==> src/psb_pkg.sv <==
// ----------------------------------------------------------------------------
// Power sequencer package
// Shared types and constants for the power sequencer with power button.
// ----------------------------------------------------------------------------
package psb_pkg;

	localparam int unsigned PERIOD_W = 10;
	localparam int unsigned TICKS_W  = 16;
	localparam int unsigned CFG_IDX_W = 3;
	localparam int unsigned CFG_DATA_W = 16;
	localparam int unsigned STATE_W = 4;

	localparam logic [CFG_IDX_W-1:0] CFG_BUTTON_PERIOD  = 3'd0;
	localparam logic [CFG_IDX_W-1:0] CFG_LONG_PRESS     = 3'd1;
	localparam logic [CFG_IDX_W-1:0] CFG_POWERWAIT      = 3'd2;
	localparam logic [CFG_IDX_W-1:0] CFG_BOOTWAIT       = 3'd3;
	localparam logic [CFG_IDX_W-1:0] CFG_SHUTDOWN       = 3'd4;
	localparam logic [CFG_IDX_W-1:0] CFG_POWEROFF       = 3'd5;
	localparam logic [CFG_IDX_W-1:0] CFG_IDLE           = 3'd6;

	localparam int unsigned MS_PER_SEC = 1000;

	localparam logic [PERIOD_W-1:0] BUTTON_PERIOD_RST = PERIOD_W'(10);
	localparam logic [TICKS_W-1:0]  LONG_PRESS_RST    = TICKS_W'(2000);
	localparam logic [TICKS_W-1:0]  POWERWAIT_RST     = TICKS_W'(1 * MS_PER_SEC);
	localparam logic [TICKS_W-1:0]  BOOTWAIT_RST      = TICKS_W'(30 * MS_PER_SEC);
	localparam logic [TICKS_W-1:0]  SHUTDOWN_RST      = TICKS_W'(30 * MS_PER_SEC);
	localparam logic [TICKS_W-1:0]  POWEROFF_RST      = TICKS_W'(30 * MS_PER_SEC);
	localparam logic [TICKS_W-1:0]  IDLE_RST          = TICKS_W'(5 * MS_PER_SEC);

	typedef struct packed {
		logic tap;
		logic hold;
	} press_t;

	typedef struct packed {
		logic               enable_out;
		logic               shutdown_out;
		logic               sleep_request;
		logic [STATE_W-1:0] state_code;
		logic               short_press_seen;
		logic               long_press_seen;
	} result_t;

endpackage

==> src/psb_button.sv <==
// ----------------------------------------------------------------------------
// Power button sampler
// Samples the button once per period and reports short and long presses.
// ----------------------------------------------------------------------------
module psb_button import psb_pkg::*; (
	input  logic                clk,
	input  logic                arst_n,
	input  logic                step,
	input  logic                button_down,
	input  logic [PERIOD_W-1:0] button_period,
	input  logic [TICKS_W-1:0]  long_press_ticks,
	output press_t              press
);

	logic [PERIOD_W-1:0] poll_q, poll_inc, poll_d;
	logic [TICKS_W-1:0]  held_q, held_inc, held_d;
	logic                ignore_q, ignore_d;
	logic                last_q, last_d;
	logic                sample, pressed, released;

	always_comb begin
		poll_inc = (&poll_q) ? poll_q : poll_q + PERIOD_W'(1);
		held_inc = (&held_q) ? held_q : held_q + TICKS_W'(1);
		sample   = poll_inc > button_period;
		pressed  = button_down && !last_q;
		released = !button_down && last_q;
		poll_d   = poll_inc;
		held_d   = held_inc;
		ignore_d = ignore_q;
		last_d   = last_q;
		press    = '0;
		if (sample) begin
			poll_d = '0;
			last_d = button_down;
			if (ignore_q) begin
				if (released) begin
					ignore_d = 1'b0;
				end
			end else if (pressed) begin
				held_d = '0;
			end else if (released) begin
				press.tap = 1'b1;
			end else if (button_down && held_inc > long_press_ticks) begin
				press.hold = 1'b1;
				ignore_d = 1'b1;
			end
		end
	end

	always_ff @(posedge clk or negedge arst_n) begin
		if (!arst_n) begin
			poll_q   <= '0;
			held_q   <= '0;
			ignore_q <= 1'b0;
			last_q   <= 1'b0;
		end else if (step) begin
			poll_q   <= poll_d;
			held_q   <= held_d;
			ignore_q <= ignore_d;
			last_q   <= last_d;
		end
	end

endmodule

==> src/power_sequencer_with_button.sv <==
// ----------------------------------------------------------------------------
// Power sequencer with power button
// Each input transaction is one millisecond tick carrying the sampled USB
// power, button and boot pin levels. Each tick produces exactly one output
// transaction with the enable and shutdown levels, a sleep request pulse,
// the sequencer state after the tick and the press events seen on it.
// The cfg channel writes the seven timing registers by index; it is always
// ready and should only be used while no tick is in flight. Indexes beyond
// the last register are ignored.
// A tick is processed in the cycle it is accepted and its result is
// registered. One tick is accepted every cycle while the skid register is
// empty: the result register is backed by a one-entry skid register, so a
// stalled receiver holds off input only once both entries are full.
// Reset puts the sequencer in its start state, clears out_valid, the enable and
// shutdown state and all elapsed counters, and loads the default timing values.
// ----------------------------------------------------------------------------
module power_sequencer_with_button import psb_pkg::*; (
	input  logic                  clk,
	input  logic                  arst_n,
	input  logic                  in_valid,
	output logic                  in_ready,
	input  logic                  usb_level,
	input  logic                  button_down,
	input  logic                  boot_level,
	output logic                  out_valid,
	input  logic                  out_ready,
	output logic                  enable_out,
	output logic                  shutdown_out,
	output logic                  sleep_request,
	output logic [STATE_W-1:0]    state_code,
	output logic                  short_press_seen,
	output logic                  long_press_seen,
	input  logic                  cfg_valid,
	output logic                  cfg_ready,
	input  logic [CFG_IDX_W-1:0]  cfg_index,
	input  logic [CFG_DATA_W-1:0] cfg_data
);

	typedef enum logic [STATE_W-1:0] {
		ST_START = 4'd0,
		ST_PW0   = 4'd1,
		ST_PW1   = 4'd2,
		ST_PON   = 4'd3,
		ST_BW0   = 4'd4,
		ST_BW1   = 4'd5,
		ST_BOOT  = 4'd6,
		ST_SD0   = 4'd7,
		ST_SD1   = 4'd8,
		ST_PO0   = 4'd9,
		ST_PO1   = 4'd10,
		ST_PO2   = 4'd11,
		ST_I0    = 4'd12,
		ST_I1    = 4'd13,
		ST_I2    = 4'd14
	} state_t;

	logic [PERIOD_W-1:0] button_period_q;
	logic [TICKS_W-1:0]  long_press_q, powerwait_q, bootwait_q;
	logic [TICKS_W-1:0]  shutdown_q, poweroff_q, idle_q;

	state_t              state_q, state_d, state_cur;
	logic [TICKS_W-1:0]  phase_q, phase_inc, phase_d;
	logic                last_usb_q;
	logic                enable_q, enable_d;
	logic                shutdown_q_r, shutdown_d;
	logic                sleep_d;
	logic                usb_rose, usb_fell, boot_asserted;
	logic                accept;
	press_t              press;
	result_t             res_d, out_q, skid_q;
	logic                out_valid_q, skid_valid_q, load_out;

	assign cfg_ready = 1'b1;
	assign in_ready  = !skid_valid_q;
	assign accept    = in_valid && in_ready;

	always_ff @(posedge clk or negedge arst_n) begin
		if (!arst_n) begin
			button_period_q <= BUTTON_PERIOD_RST;
			long_press_q    <= LONG_PRESS_RST;
			powerwait_q     <= POWERWAIT_RST;
			bootwait_q      <= BOOTWAIT_RST;
			shutdown_q      <= SHUTDOWN_RST;
			poweroff_q      <= POWEROFF_RST;
			idle_q          <= IDLE_RST;
		end else if (cfg_valid) begin
			unique case (cfg_index)
				CFG_BUTTON_PERIOD: button_period_q <= cfg_data[PERIOD_W-1:0];
				CFG_LONG_PRESS:    long_press_q    <= cfg_data;
				CFG_POWERWAIT:     powerwait_q     <= cfg_data;
				CFG_BOOTWAIT:      bootwait_q      <= cfg_data;
				CFG_SHUTDOWN:      shutdown_q      <= cfg_data;
				CFG_POWEROFF:      poweroff_q      <= cfg_data;
				CFG_IDLE:          idle_q          <= cfg_data;
				default: ;
			endcase
		end
	end

	psb_button u_button (
		.clk              (clk),
		.arst_n           (arst_n),
		.step             (accept),
		.button_down      (button_down),
		.button_period    (button_period_q),
		.long_press_ticks (long_press_q),
		.press            (press)
	);

	always_comb begin
		phase_inc     = (&phase_q) ? phase_q : phase_q + TICKS_W'(1);
		usb_rose      = usb_level && !last_usb_q;
		usb_fell      = !usb_level && last_usb_q;
		boot_asserted = !boot_level;
		state_cur     = press.hold ? ST_PO2 : state_q;
		state_d       = state_cur;
		phase_d       = phase_inc;
		enable_d      = enable_q;
		shutdown_d    = shutdown_q_r;
		sleep_d       = 1'b0;
		unique case (state_cur)
			ST_PW0: begin
				phase_d = '0;
				state_d = ST_PW1;
			end
			ST_PW1: begin
				if (usb_fell) begin
					state_d = ST_PO2;
				end else if (phase_inc > powerwait_q) begin
					state_d = ST_PON;
				end
			end
			ST_PON: begin
				enable_d = 1'b1;
				state_d  = ST_BW0;
			end
			ST_BW0: begin
				phase_d = '0;
				state_d = ST_BW1;
			end
			ST_BW1: begin
				if (phase_inc > bootwait_q) begin
					state_d = ST_PO2;
				end else if (boot_asserted) begin
					state_d = ST_BOOT;
				end
			end
			ST_BOOT: begin
				if (press.tap || usb_fell) begin
					state_d = ST_SD0;
				end else if (!boot_asserted) begin
					state_d = ST_PO0;
				end
			end
			ST_SD0: begin
				shutdown_d = 1'b1;
				phase_d    = '0;
				state_d    = ST_SD1;
			end
			ST_SD1: begin
				if (phase_inc > shutdown_q || !boot_asserted) begin
					state_d = ST_PO0;
				end
			end
			ST_PO0: begin
				// The elapsed count restarts at zero, so the timeout cannot fire here.
				shutdown_d = 1'b0;
				phase_d    = '0;
				state_d    = boot_asserted ? ST_BOOT : ST_PO1;
			end
			ST_PO1: begin
				if (phase_inc > poweroff_q) begin
					state_d = ST_PO2;
				end else if (boot_asserted) begin
					state_d = ST_BOOT;
				end
			end
			ST_PO2: begin
				enable_d   = 1'b0;
				shutdown_d = 1'b0;
				state_d    = ST_I0;
			end
			ST_I0, ST_I1: begin
				sleep_d = (state_cur == ST_I0);
				phase_d = '0;
				if ((press.tap && usb_level) || usb_rose) begin
					state_d = ST_PON;
				end else begin
					state_d = ST_I2;
				end
			end
			ST_I2: begin
				if (phase_inc > idle_q) begin
					state_d = ST_I0;
				end else if ((press.tap && usb_level) || usb_rose) begin
					state_d = ST_PON;
				end
			end
			default: begin
				state_d = usb_level ? ST_PW0 : ST_PO2;
			end
		endcase

		res_d.enable_out       = enable_d;
		res_d.shutdown_out     = shutdown_d;
		res_d.sleep_request    = sleep_d;
		res_d.state_code       = state_d;
		res_d.short_press_seen = press.tap;
		res_d.long_press_seen  = press.hold;
	end

	assign load_out = !out_valid_q || out_ready;

	always_ff @(posedge clk or negedge arst_n) begin
		if (!arst_n) begin
			state_q      <= ST_START;
			phase_q      <= '0;
			last_usb_q   <= 1'b0;
			enable_q     <= 1'b0;
			shutdown_q_r <= 1'b0;
			out_valid_q  <= 1'b0;
			skid_valid_q <= 1'b0;
		end else begin
			if (accept) begin
				state_q      <= state_d;
				phase_q      <= phase_d;
				last_usb_q   <= usb_level;
				enable_q     <= enable_d;
				shutdown_q_r <= shutdown_d;
			end
			if (load_out) begin
				out_valid_q  <= skid_valid_q || accept;
				skid_valid_q <= 1'b0;
			end else if (accept) begin
				skid_valid_q <= 1'b1;
			end
		end
	end

	always_ff @(posedge clk) begin
		if (load_out) begin
			out_q <= skid_valid_q ? skid_q : res_d;
		end else if (accept) begin
			skid_q <= res_d;
		end
	end

	assign out_valid        = out_valid_q;
	assign enable_out       = out_q.enable_out;
	assign shutdown_out     = out_q.shutdown_out;
	assign sleep_request    = out_q.sleep_request;
	assign state_code       = out_q.state_code;
	assign short_press_seen = out_q.short_press_seen;
	assign long_press_seen  = out_q.long_press_seen;

endmodule

==> config.mk <==
export PLATFORM = sky130hd
export DESIGN_NAME = power_sequencer_with_button
export DESIGN_NICKNAME = d
export VERILOG_FILES = /design/src/psb_pkg.sv /design/src/psb_button.sv /design/src/power_sequencer_with_button.sv
export SDC_FILE = /design/constraint.sdc
export NUM_CORES = 1
export LEC_CHECK = 0
export CAP_MARGIN = 15
export CORE_MARGIN = 1
export CORE_UTILIZATION = 40
export DETAILED_ROUTE_END_ITERATION = 7
export DONT_BUFFER_PORTS = 1
export PLACE_DENSITY = 0.57
export SETUP_SLACK_MARGIN = 0.1
export SLEW_MARGIN = 20
export SYNTH_ARGS = -nofsm -noshare
export SYNTH_HDL_FRONTEND = slang
export SYNTH_HIERARCHICAL = 1
export SYNTH_SLANG_ARGS = --single-unit
==> constraint.sdc <==
create_clock -name clk -period 6.6 [get_ports clk]
set_clock_uncertainty 0.05 [all_clocks]
set_input_delay 0.99 -clock clk [delete_from_list [all_inputs] [get_ports clk]]
set_output_delay 0.99 -clock clk [all_outputs]
set_load 0.02 [all_outputs]
After elaboration in Yosys (flattened, before gate mapping). Index checks and enable logic that the tools add are counted.

Output and inout bits: 12. Word-level logic and storage cells: 134. Flip-flop bits (word level): 177.

Bitwise logic cells: 1. Add/sub/neg operators: 3. Magnitude comparators: 7. Mux-type cells: 38. Equality and inequality tests: 20. Reduce and logical (&&, ||, !) cells: 35.

Operator list (number): greater-than comparator 16 bit (6); two-way mux 16 bit (6); two-way mux 4 bit (14); one-hot mux 4 bit (13 select lines) (1); adder 16 x 1 -> 16 bit (second input constant) (2); AND reduction 16 bit (2); equality test 4 bit (second input constant) (7); two-way mux 10 bit (2); AND reduction 2 bit (9); equality test 4 x 3 -> 1 bit (second input constant) (4); adder 10 x 1 -> 10 bit (second input constant) (1); greater-than comparator 10 bit (1); AND reduction 10 bit (1); equality test 3 bit (second input constant) (3); two-way mux 1 bit (9); two-way mux 9 bit (1); equality test 4 x 2 -> 1 bit (second input constant) (2); logical AND 1 bit (7); equality test 3 x 2 -> 1 bit (second input constant) (2); zero test 1 bit (6); two-way mux 2 bit (3); OR reduction 6 bit (1); logical OR 1 bit (5); equality test 4 x 1 -> 1 bit (second input constant) (1); other kinds (6) (8).

Depth between registers and ports, before layout. Gate-level depths: netlist (run 1).

Depth after elaboration: 15. Mapped depth: 20. Mapped depth without buffers: 19.

Modules after synthesis. Netlist (run 1), hierarchy kept.

By module, submodules not included: power_sequencer_with_button (times used 1, seq. area each 3868.7 um2, area an instance 8605.8 um2, cells an instance 833); psb_button (times used 1, seq. area each 700.7 um2, area an instance 2565.0 um2, cells an instance 308).

Least setup slack after synthesis (run 1). Ideal clock, no wire load.

Path kind: flip-flop to flip-flop. From: reg phase_q[0]. To: reg out_q (netlist bit state_code[2]) (data pin). Required time: 6290 ps. Arrival time: 4314 ps. Setup slack: 1977 ps. Period minus slack after synthesis: 4623 ps. Stages on the path, launching flop included: 15. Path through: dfrtp_1 > ha_1 > and3_1 > clkbuf_1 > a2111oi_0 > nand3_1 > xnor2_1 > ha_1 > a211oi_1 > o21ai_0 > a2111oi_0 > o311ai_2 > a31oi_1 > nand3_1 > mux2_2.

Longest elaborated chain between the ends: 7.

RTL lines: start, declared (RTL line power_sequencer_with_button.sv:62) `logic [TICKS_W-1:0] phase_q, phase_inc, phase_d;`; start signal, assigned (RTL line power_sequencer_with_button.sv:226) `phase_q <= phase_d;`; adder 16 x 1 -> 16 bit or AND reduction 16 bit (tied branches) (RTL line power_sequencer_with_button.sv:111) `phase_inc = (&phase_q) ? phase_q : phase_q + TICKS_W'(1);`; two-way mux 16 bit * (RTL line power_sequencer_with_button.sv:111); greater-than comparator 16 bit, on equally long branches (RTL line power_sequencer_with_button.sv:129, power_sequencer_with_button.sv:161); two-way mux 4 bit or logical OR 1 bit (tied branches) (RTL line power_sequencer_with_button.sv:129, power_sequencer_with_button.sv:161); two-way mux 4 bit, on equally long branches (RTL line power_sequencer_with_button.sv:127, power_sequencer_with_button.sv:161); one-hot mux 4 bit (13 select lines) * (RTL line power_sequencer_with_button.sv:121) `unique case (state_cur)`; net state_d[2] (RTL line power_sequencer_with_button.sv:61) `state_t state_q, state_d, state_cur;`; two-way mux 9 bit * (RTL line power_sequencer_with_button.sv:242) `out_q <= skid_valid_q ? skid_q : res_d;`; end signal, assigned (RTL line power_sequencer_with_button.sv:242); end, declared (RTL line power_sequencer_with_button.sv:70) `result_t res_d, out_q, skid_q;`.

Mark *: on every way through the listed nets, which the timed path passes. The rest lies on a longest branch. A chain may end at the register's enable or synchronous reset.

Final worst setup path (run 1). Same ends and word-level chain as after synthesis.

==> reports/qor.yml, run 1 <==
cts_buffers: 17
clkTransAtPathRegs_ns: 0.08
setup_slack_ns: 0.8725
power_density_nw_per_um2: 318.0
reg2reg_slack_ns: 0.87
hold_buffers: 0
io_buffer_count: 0
synth-async-reset-ratio_pct: 89.83
place_hpwl_um: 19500
yosys_warnings: 6
chipHeight_um: 169.1
ys_seq_elements: 177
dr.pass1.iters: 5
yosysTopAreaCellShare_pct: 26.66
cp_max_fo: 15
yosysSeqAreaShare_pct: 40.91
n_fill_cell: 2664
critPathMaxStageDelay_ns: 0.82
vdd_drop_max_mv: 0.1946
crit_path_cell_trace: "ha_1 -> and3_1 -> nand4_1 -> nand4_1 -> nor3_1 -> nand2_1 -> xnor2_1 -> ha_1 -> o21ai_0 -> nor2_1 -> a2111oi_0 -> o311ai_2 -> a31oi_1 -> nand3_1 -> mux2_2"
ioPinCount: 39
setup_viol: 0
grt_pass1_wl_um: 44350
clockRootBuffer: "clkbuf_16"
pre_cts_slack_ns: 0.9974
syn_area_um2: 11170
end_kind: "flip-flop"
globalRouteTotalUtil_pct: 19.98
die_x_um: 169.1
clkLatencyLatePin_ns: 0.43
grt_pass1_vias: 7987
status: "complete, no violations"
criticalPathCategory: "reg -> reg"
via_count: 8227
numClockSinks: 177
maxSlewHeadroom_pct: 28.27
start_util_pct: 41.10
ctsHtreeMaxLevel: 4
rows: 60
antenna_left: 0
gp_congestion: 0.8287
ys_types: 75
syn_area_per_cell_um2: 9.790
synth-edff-count: 18
syn_nets: 1272
arrival_ns: 5.87
slew_violations: 0
fmax_ghz: 0.1746
synthToLayoutAreaGrowth_pct: 8.770
slowest_stage: "a2111oi_0"
remaining_drc_errors: 0
yosysMostFrequentCell: "dfrtp_1"
yosysTopAreaCell: "dfrtp_1"
first_iter_violations: 558
fin_tns_setup_ns: 0
synth_common_cells: "dfrtp_1, inv_1, ha_1"
cts_max_path_buffers: 2
hold_ws_ns: 0.2151
ys.flop_type: "dfrtp_1"
drive_gt1_share_pct: 17.32
period_share_pct: 86.78
leakage_nw: 5.500
crit_required_ns: 6.74
startpoint_type: "flip-flop"
wl_per_cell_um: 17.96
grt_max_degree: 160
cts_tree: "yes"
nets: 1261
syn_inst: 1141
viasPerCell: 5.430
antenna_found_initial: 0
dieArea_um2: 28600
cts_setup_buffers: 0
postCtsResizedCells: 0
core_area_um2: 27180
routed_wl_um: 27210
synth.area.top_cells: "dfrtp_1, ha_1, dfstp_2"
tightest_slew_ns: 1.070
fin_crit_ns: 5.728
hold_viol_final: 0
min_path_type: "in -> async"
rsz0062_at_grt: "false"
gr-total-overflow: 0
maxCapViolCount: 0
insertedDiodeCount: 0
report_power, final:
| group | leakage [nW] | internal (mW) | switching (mW) |
|---|---|---|---|
| sequential | 2.09 | 1.39 | 0.245 |
| clock | 0.276 | 0.535 | 0.485 |
| combinational | 3.14 | 0.556 | 0.650 |
cells by family (layout without fill, tap and decap cells):
family,after synthesis,count (layout),synth area share (%)
simple gates,334,334,15.56
compound gates,247,247,14.70
flops,177,177,40.91
buf+inv,157,159,5.444
fa+ha+maj,104,104,11.65
mux,90,90,9.039
xor+xnor,31,31,2.677
other cells,1,1,0.03357
cell usage in the layout, fill, tap and decap left out, types with 7 or more instances in the layout:
| master | n |
|---|---|
| xor2_1 | 12 |
| nand2_1 | 103 |
| o21a_1 | 8 |
| nand4_1 | 30 |
| a31oi_1 | 12 |
| mux2_2 | 87 |
| and4_1 | 9 |
| a21o_1 | 22 |
| nand3_1 | 34 |
| o211ai_1 | 7 |
| xnor2_1 | 17 |
| o31ai_1 | 7 |
| buf_4 | 12 |
| nor3_1 | 18 |
| nand2b_1 | 16 |
| edfxtp_1 | 18 |
| dfstp_2 | 40 |
| inv_1 | 112 |
| a21oi_1 | 55 |
| nor2b_1 | 11 |
| ha_1 | 104 |
| o21ai_0 | 71 |
| nor2_1 | 57 |
| dfrtp_1 | 119 |
| clkbuf_16 | 17 |
| and3_1 | 12 |
routing by layer:
metal	wire length [µm]	global-route usage (%)	vias up
met4	316	4.779	0
met2	12820	32.84	138
met1	13050	27.38	3991
met5	0	0	-
met3	1026	3.367	14
li1	-	-	4084
sequential cells by signal, indices dropped and copies added, names as in the netlist, 16 cells and up:
signal / flops
bootwait_q: 16
idle_q: 16
long_press_q: 16
phase_q: 16
poweroff_q: 16
powerwait_q: 16
shutdown_q: 16
u_button/held_q: 16
path summary, 6_finish.rpt:
kind / from / to / depth (start not counted)
min in group clk: enable_q$_DFFE_PN0P_ / enable_q$_DFFE_PN0P_ / 2
setup reg to reg: phase_q[0]$_DFFE_PN0P_ / state_code[2]$_DFFE_PN_ / 15
max in group asynchronous: arst_n / shutdown_q[4]$_DFFE_PN1P_ / 0
hold reg to reg: enable_q$_DFFE_PN0P_ / enable_q$_DFFE_PN0P_ / 2
hold / removal: arst_n / powerwait_q[11]$_DFFE_PN0P_ / 0
setup / recovery: phase_q[0]$_DFFE_PN0P_ / state_code[2]$_DFFE_PN_ / 15
layout make-up:
type	count	area, µm²	area share (%)
flip-flops and latches	177	4569	37.61
clock inverters	14	148.9	1.225
multi-input cells	807	6008	49.45
inverters	114	427.9	3.522
clock buffers	18	429.2	3.532
well taps	372	465.4	3.831
repair buffers	13	101.3	0.8341
worst max-delay path: cells and delay by family (launching register included):
family | cells | cell delay, ns
AOI/OAI and AO/OA | 4 | 1.72
DFF | 1 | 0.53
xor gates and xnor gates | 1 | 0.50
adders and majority gates | 2 | 0.69
muxes | 1 | 0.28
and+or+nand+nor | 7 | 1.71
through the flow:
stage,area [µm²],total power [mW],util (%),cells
floorplan,11170,2.583,-,1141
global placement,11560,2.832,42.54,1482
detailed placement,11560,2.857,42.54,1482
CTS,12140,3.897,44.67,1514
global route,12150,4.151,44.71,1515
finish,12150,3.864,44.71,1515
No activity file was read; power rests on OpenSTA's default activity.
==> inputs of run 2 (changes only) <==
Settings changed: ABC_AREA set to 1, CORE_MARGIN 1 to 5, CORE_UTILIZATION 40 to 45, PLACE_DENSITY 0.57 to 0.63.
==> run 2 against run 1 <==
Compared with the run above: synthesized area decreased by 1.8%; routed wire length decreased by 4.9%; combinational power increased by 7%; synthesized cell count increased by 23%; fmax increased by 22%; sequential cell count unchanged; critical path type unchanged; highest routed layer unchanged.
==> reports/qor.yml, run 2 <==
viasPerCell: 5.093  # -6.2%
layout_common_cells: "nand2_1, inv_1, o21ai_0"
chipHeight_um: 166.1  # -1.8%
fin_tns_setup_ns: 0  # unchanged
dr.pass1.iters: 7  # +2
dieArea_um2: 27600  # -3.5%
yosys_warnings: 6  # unchanged
die_x_um: 166.1  # -1.8%
synth-async-reset-ratio_pct: 89.83  # unchanged
status: "complete, no violations"
io_buffer_count: 0  # unchanged
drive_gt1_share_pct: 9.208  # -8.1 points
cts_buffers: 17  # unchanged
startpoint_type: "flip-flop"
clkTransAtPathRegs_ns: 0.07  # about the same
period_share_pct: 70.90  # -16 points
syn_area_um2: 10970  # -1.8%
yosysMostFrequentCell: "nand2_1"
ioPinCount: 39  # unchanged
power_frac_seq_pct: 40.5  # -1.9 points
ys_types: 57  # -24%
hold_viol_final: 0  # unchanged
ctsHtreeMaxLevel: 4  # unchanged
reg2reg_slack_ns: 1.92  # +1.05 ns
synth_common_cells: "nand2_1, inv_1, o21ai_0"
clkLatencyLatePin_ns: 0.44  # about the same
end_kind: "flip-flop"
place_hpwl_um: 18800  # -3.6%
gr-total-overflow: 0  # unchanged
crit_required_ns: 6.74  # about the same
min_path_type: "in -> async"
gp_congestion: 0.9632  # +16%
ys_seq_elements: 177  # unchanged
antenna_found_initial: 0  # unchanged
remaining_drc_errors: 0  # unchanged
synth-edff-count: 18  # unchanged
final_common_cell: "nand2_1"
syn_nets: 1529  # +20%
criticalPathCategory: "reg -> reg"
finalNonFillerCells: 1725  # +14%
postCtsResizedCells: 0  # unchanged
slew_violations: 0  # unchanged
clkPwrFrac_pct: 25.8  # -0.6 points
power_density_nw_per_um2: 326.9  # +2.8%
hold_buffers: 0  # unchanged
maxCapViolCount: 0  # unchanged
cts_tree: "yes"
combPwrFrac_pct: 33.7  # +2.5 points
leakage_nw: 6.075  # +10%
yosysTopAreaCellShare_pct: 27.15  # +0.49 points
arrival_ns: 4.82  # -1.05 ns
power_switching_share_pct: 39.32  # +3.6 points
rsz0062_at_grt: "false"
insertedDiodeCount: 0  # unchanged
ys.flop_type: "dfrtp_1"
antenna_left: 0  # unchanged
tightest_slew_ns: 1.022  # -0.04810 ns
syn_inst: 1398  # +23%
p_switching_mw: 1.522  # +10%
fmax_ghz: 0.2137  # +22%
place_inst: 1693  # +14%
grt_max_degree: 160  # unchanged
start_util_pct: 45.37  # +4.3 points
via_count: 8785  # +6.8%
first_iter_violations: 555  # -0.54%
cts_max_path_buffers: 2  # unchanged
grt_pass1_wl_um: 43150  # -2.7%
total_power_mw: 3.870  # +0.15%
hold_ws_ns: 0.1952  # -0.01993 ns
yosysSeqAreaShare_pct: 41.66  # +0.76 points
numClockSinks: 177  # unchanged
synthToLayoutAreaGrowth_pct: 7.951
synth.area.top_cells: "dfrtp_1, nand2_1, ha_1"
syn_area_per_cell_um2: 7.846  # -20%
grt_pass1_vias: 8691  # +8.8%
maxSlewHeadroom_pct: 31.69  # +3.4 points
yosysTopAreaCell: "dfrtp_1"
setup_viol: 0  # unchanged
rows: 57  # -5.0%
crit_start: "u_button/poll_q[1]$_DFFE_PN0P_"
nets: 1519  # +20%
wl_per_cell_um: 15.00  # -16%
cp_max_fo: 12  # -3
cts_setup_buffers: 0  # unchanged
clockRootBuffer: "clkbuf_16"
vdd_drop_max_mv: 0.1661  # -15%
internal_power_mw: 2.349  # -5.5%
fin_crit_ns: 4.679  # -1.048 ns
rr_startpoint: "u_button/poll_q[1]$_DFFE_PN0P_"
routed_wl_um: 25880  # -4.9%
core_area_um2: 24180  # -11%
globalRouteTotalUtil_pct: 19.13  # -0.85 points
## run 2: cell count changes after synthesis, moves of 14 or more
cell / previous run / this run
mux2_2: 87 / 0
xnor2_1: 17 / 1
nand2_1: 103 / 380
nand2b_1: 16 / 0
nand3_1: 34 / 57
nand4_1: 30 / 13
a21o_1: 22 / 4
nand2_2: 0 / 14
o21ai_0: 71 / 145
inv_1: 112 / 223
nor2_1: 57 / 79
## run 2: worst paths after layout
check,to,cells after the start
hold reg to reg,poweroff_q[9]$_DFFE_PN0P_,2
setup / recovery,state_code[1]$_DFFE_PN_,24
setup reg to reg,state_code[1]$_DFFE_PN_,24
max in group asynchronous,idle_q[3]$_DFFE_PN1P_,0
min in group clk,poweroff_q[9]$_DFFE_PN0P_,2
hold / removal,idle_q[14]$_DFFE_PN0P_,0
## run 2: cell type report
| cell class | count | area [µm²] |
|---|---|---|
| multi-input cells | 960 | 5408 |
| repair buffers | 3 | 22.52 |
| inverters | 229 | 859.6 |
| flip-flops and latches | 177 | 4569 |
| clock buffers | 17 | 425.4 |
| clock inverters | 15 | 150.1 |
| well taps | 324 | 405.4 |
| fillers | 2357 | 12340 |
## run 2: worst max-delay path: stages (launching register included)
cell and delay, ns:
dfrtp_1 0.38, ha_1 0.19, nand3_1 0.17, nor2_4 0.19
nand2_1 0.08, xor2_1 0.13, nand2_1 0.09, ha_1 0.28
nand2_1 0.07, nor2_2 0.15, nand3_1 0.09, nand3_1 0.14
nand2_1 0.30, nor2_1 0.48, nor2_1 0.14, inv_1 0.16
nor2_1 0.05, inv_1 0.12, nor2_1 0.08, a21oi_2 0.34
o311ai_0 0.22, a21oi_1 0.18, nand4_1 0.16, nand2_1 0.10
nand2_1 0.06
## run 2: logic make-up (layout without fill, tap and decap cells)
logic type	Yosys count	after routing	share of synthesized area, %
compound gates	244	244	12.21
xor+xnor	20	20	1.597
fa+ha+maj	104	104	11.86
buf+inv	261	264	9.080
flops	177	177	41.66
other cells	1	1	0.03419
simple gates	591	591	23.56
## run 2: metrics by stage
step	setup slack [ns]	area, µm²	utilization [%]
after CTS	1.975	11840	48.95
after global placement	2.186	11260	46.57
after detailed placement	2.005	11260	46.57
final	1.921	11840	48.97
after floorplan	2.839	10970	-
after global routing	1.419	11840	48.97
## run 2: routing by layer
layer	wire [µm]	track usage (%)	share of wire [%]	vias up
li1	-	-	-	4490
met1	12490	25.98	48	4059
met2	11740	31.23	45	189
met3	1123	3.380	4.3	47
met4	522	6.169	2.0	0
met5	0	0	0	-
## run 2: power by group through the flow
stage | clock [mW] | sequential, mW | combinational, mW
final | 0.997 | 1.57 | 1.30
after global routing | 1.06 | 1.60 | 1.53
after CTS | 1.02 | 1.57 | 1.31
after detailed placement | 0 | 1.58 | 1.30
after global placement | 0 | 1.58 | 1.27
after floorplan | 0 | 1.54 | 1.03
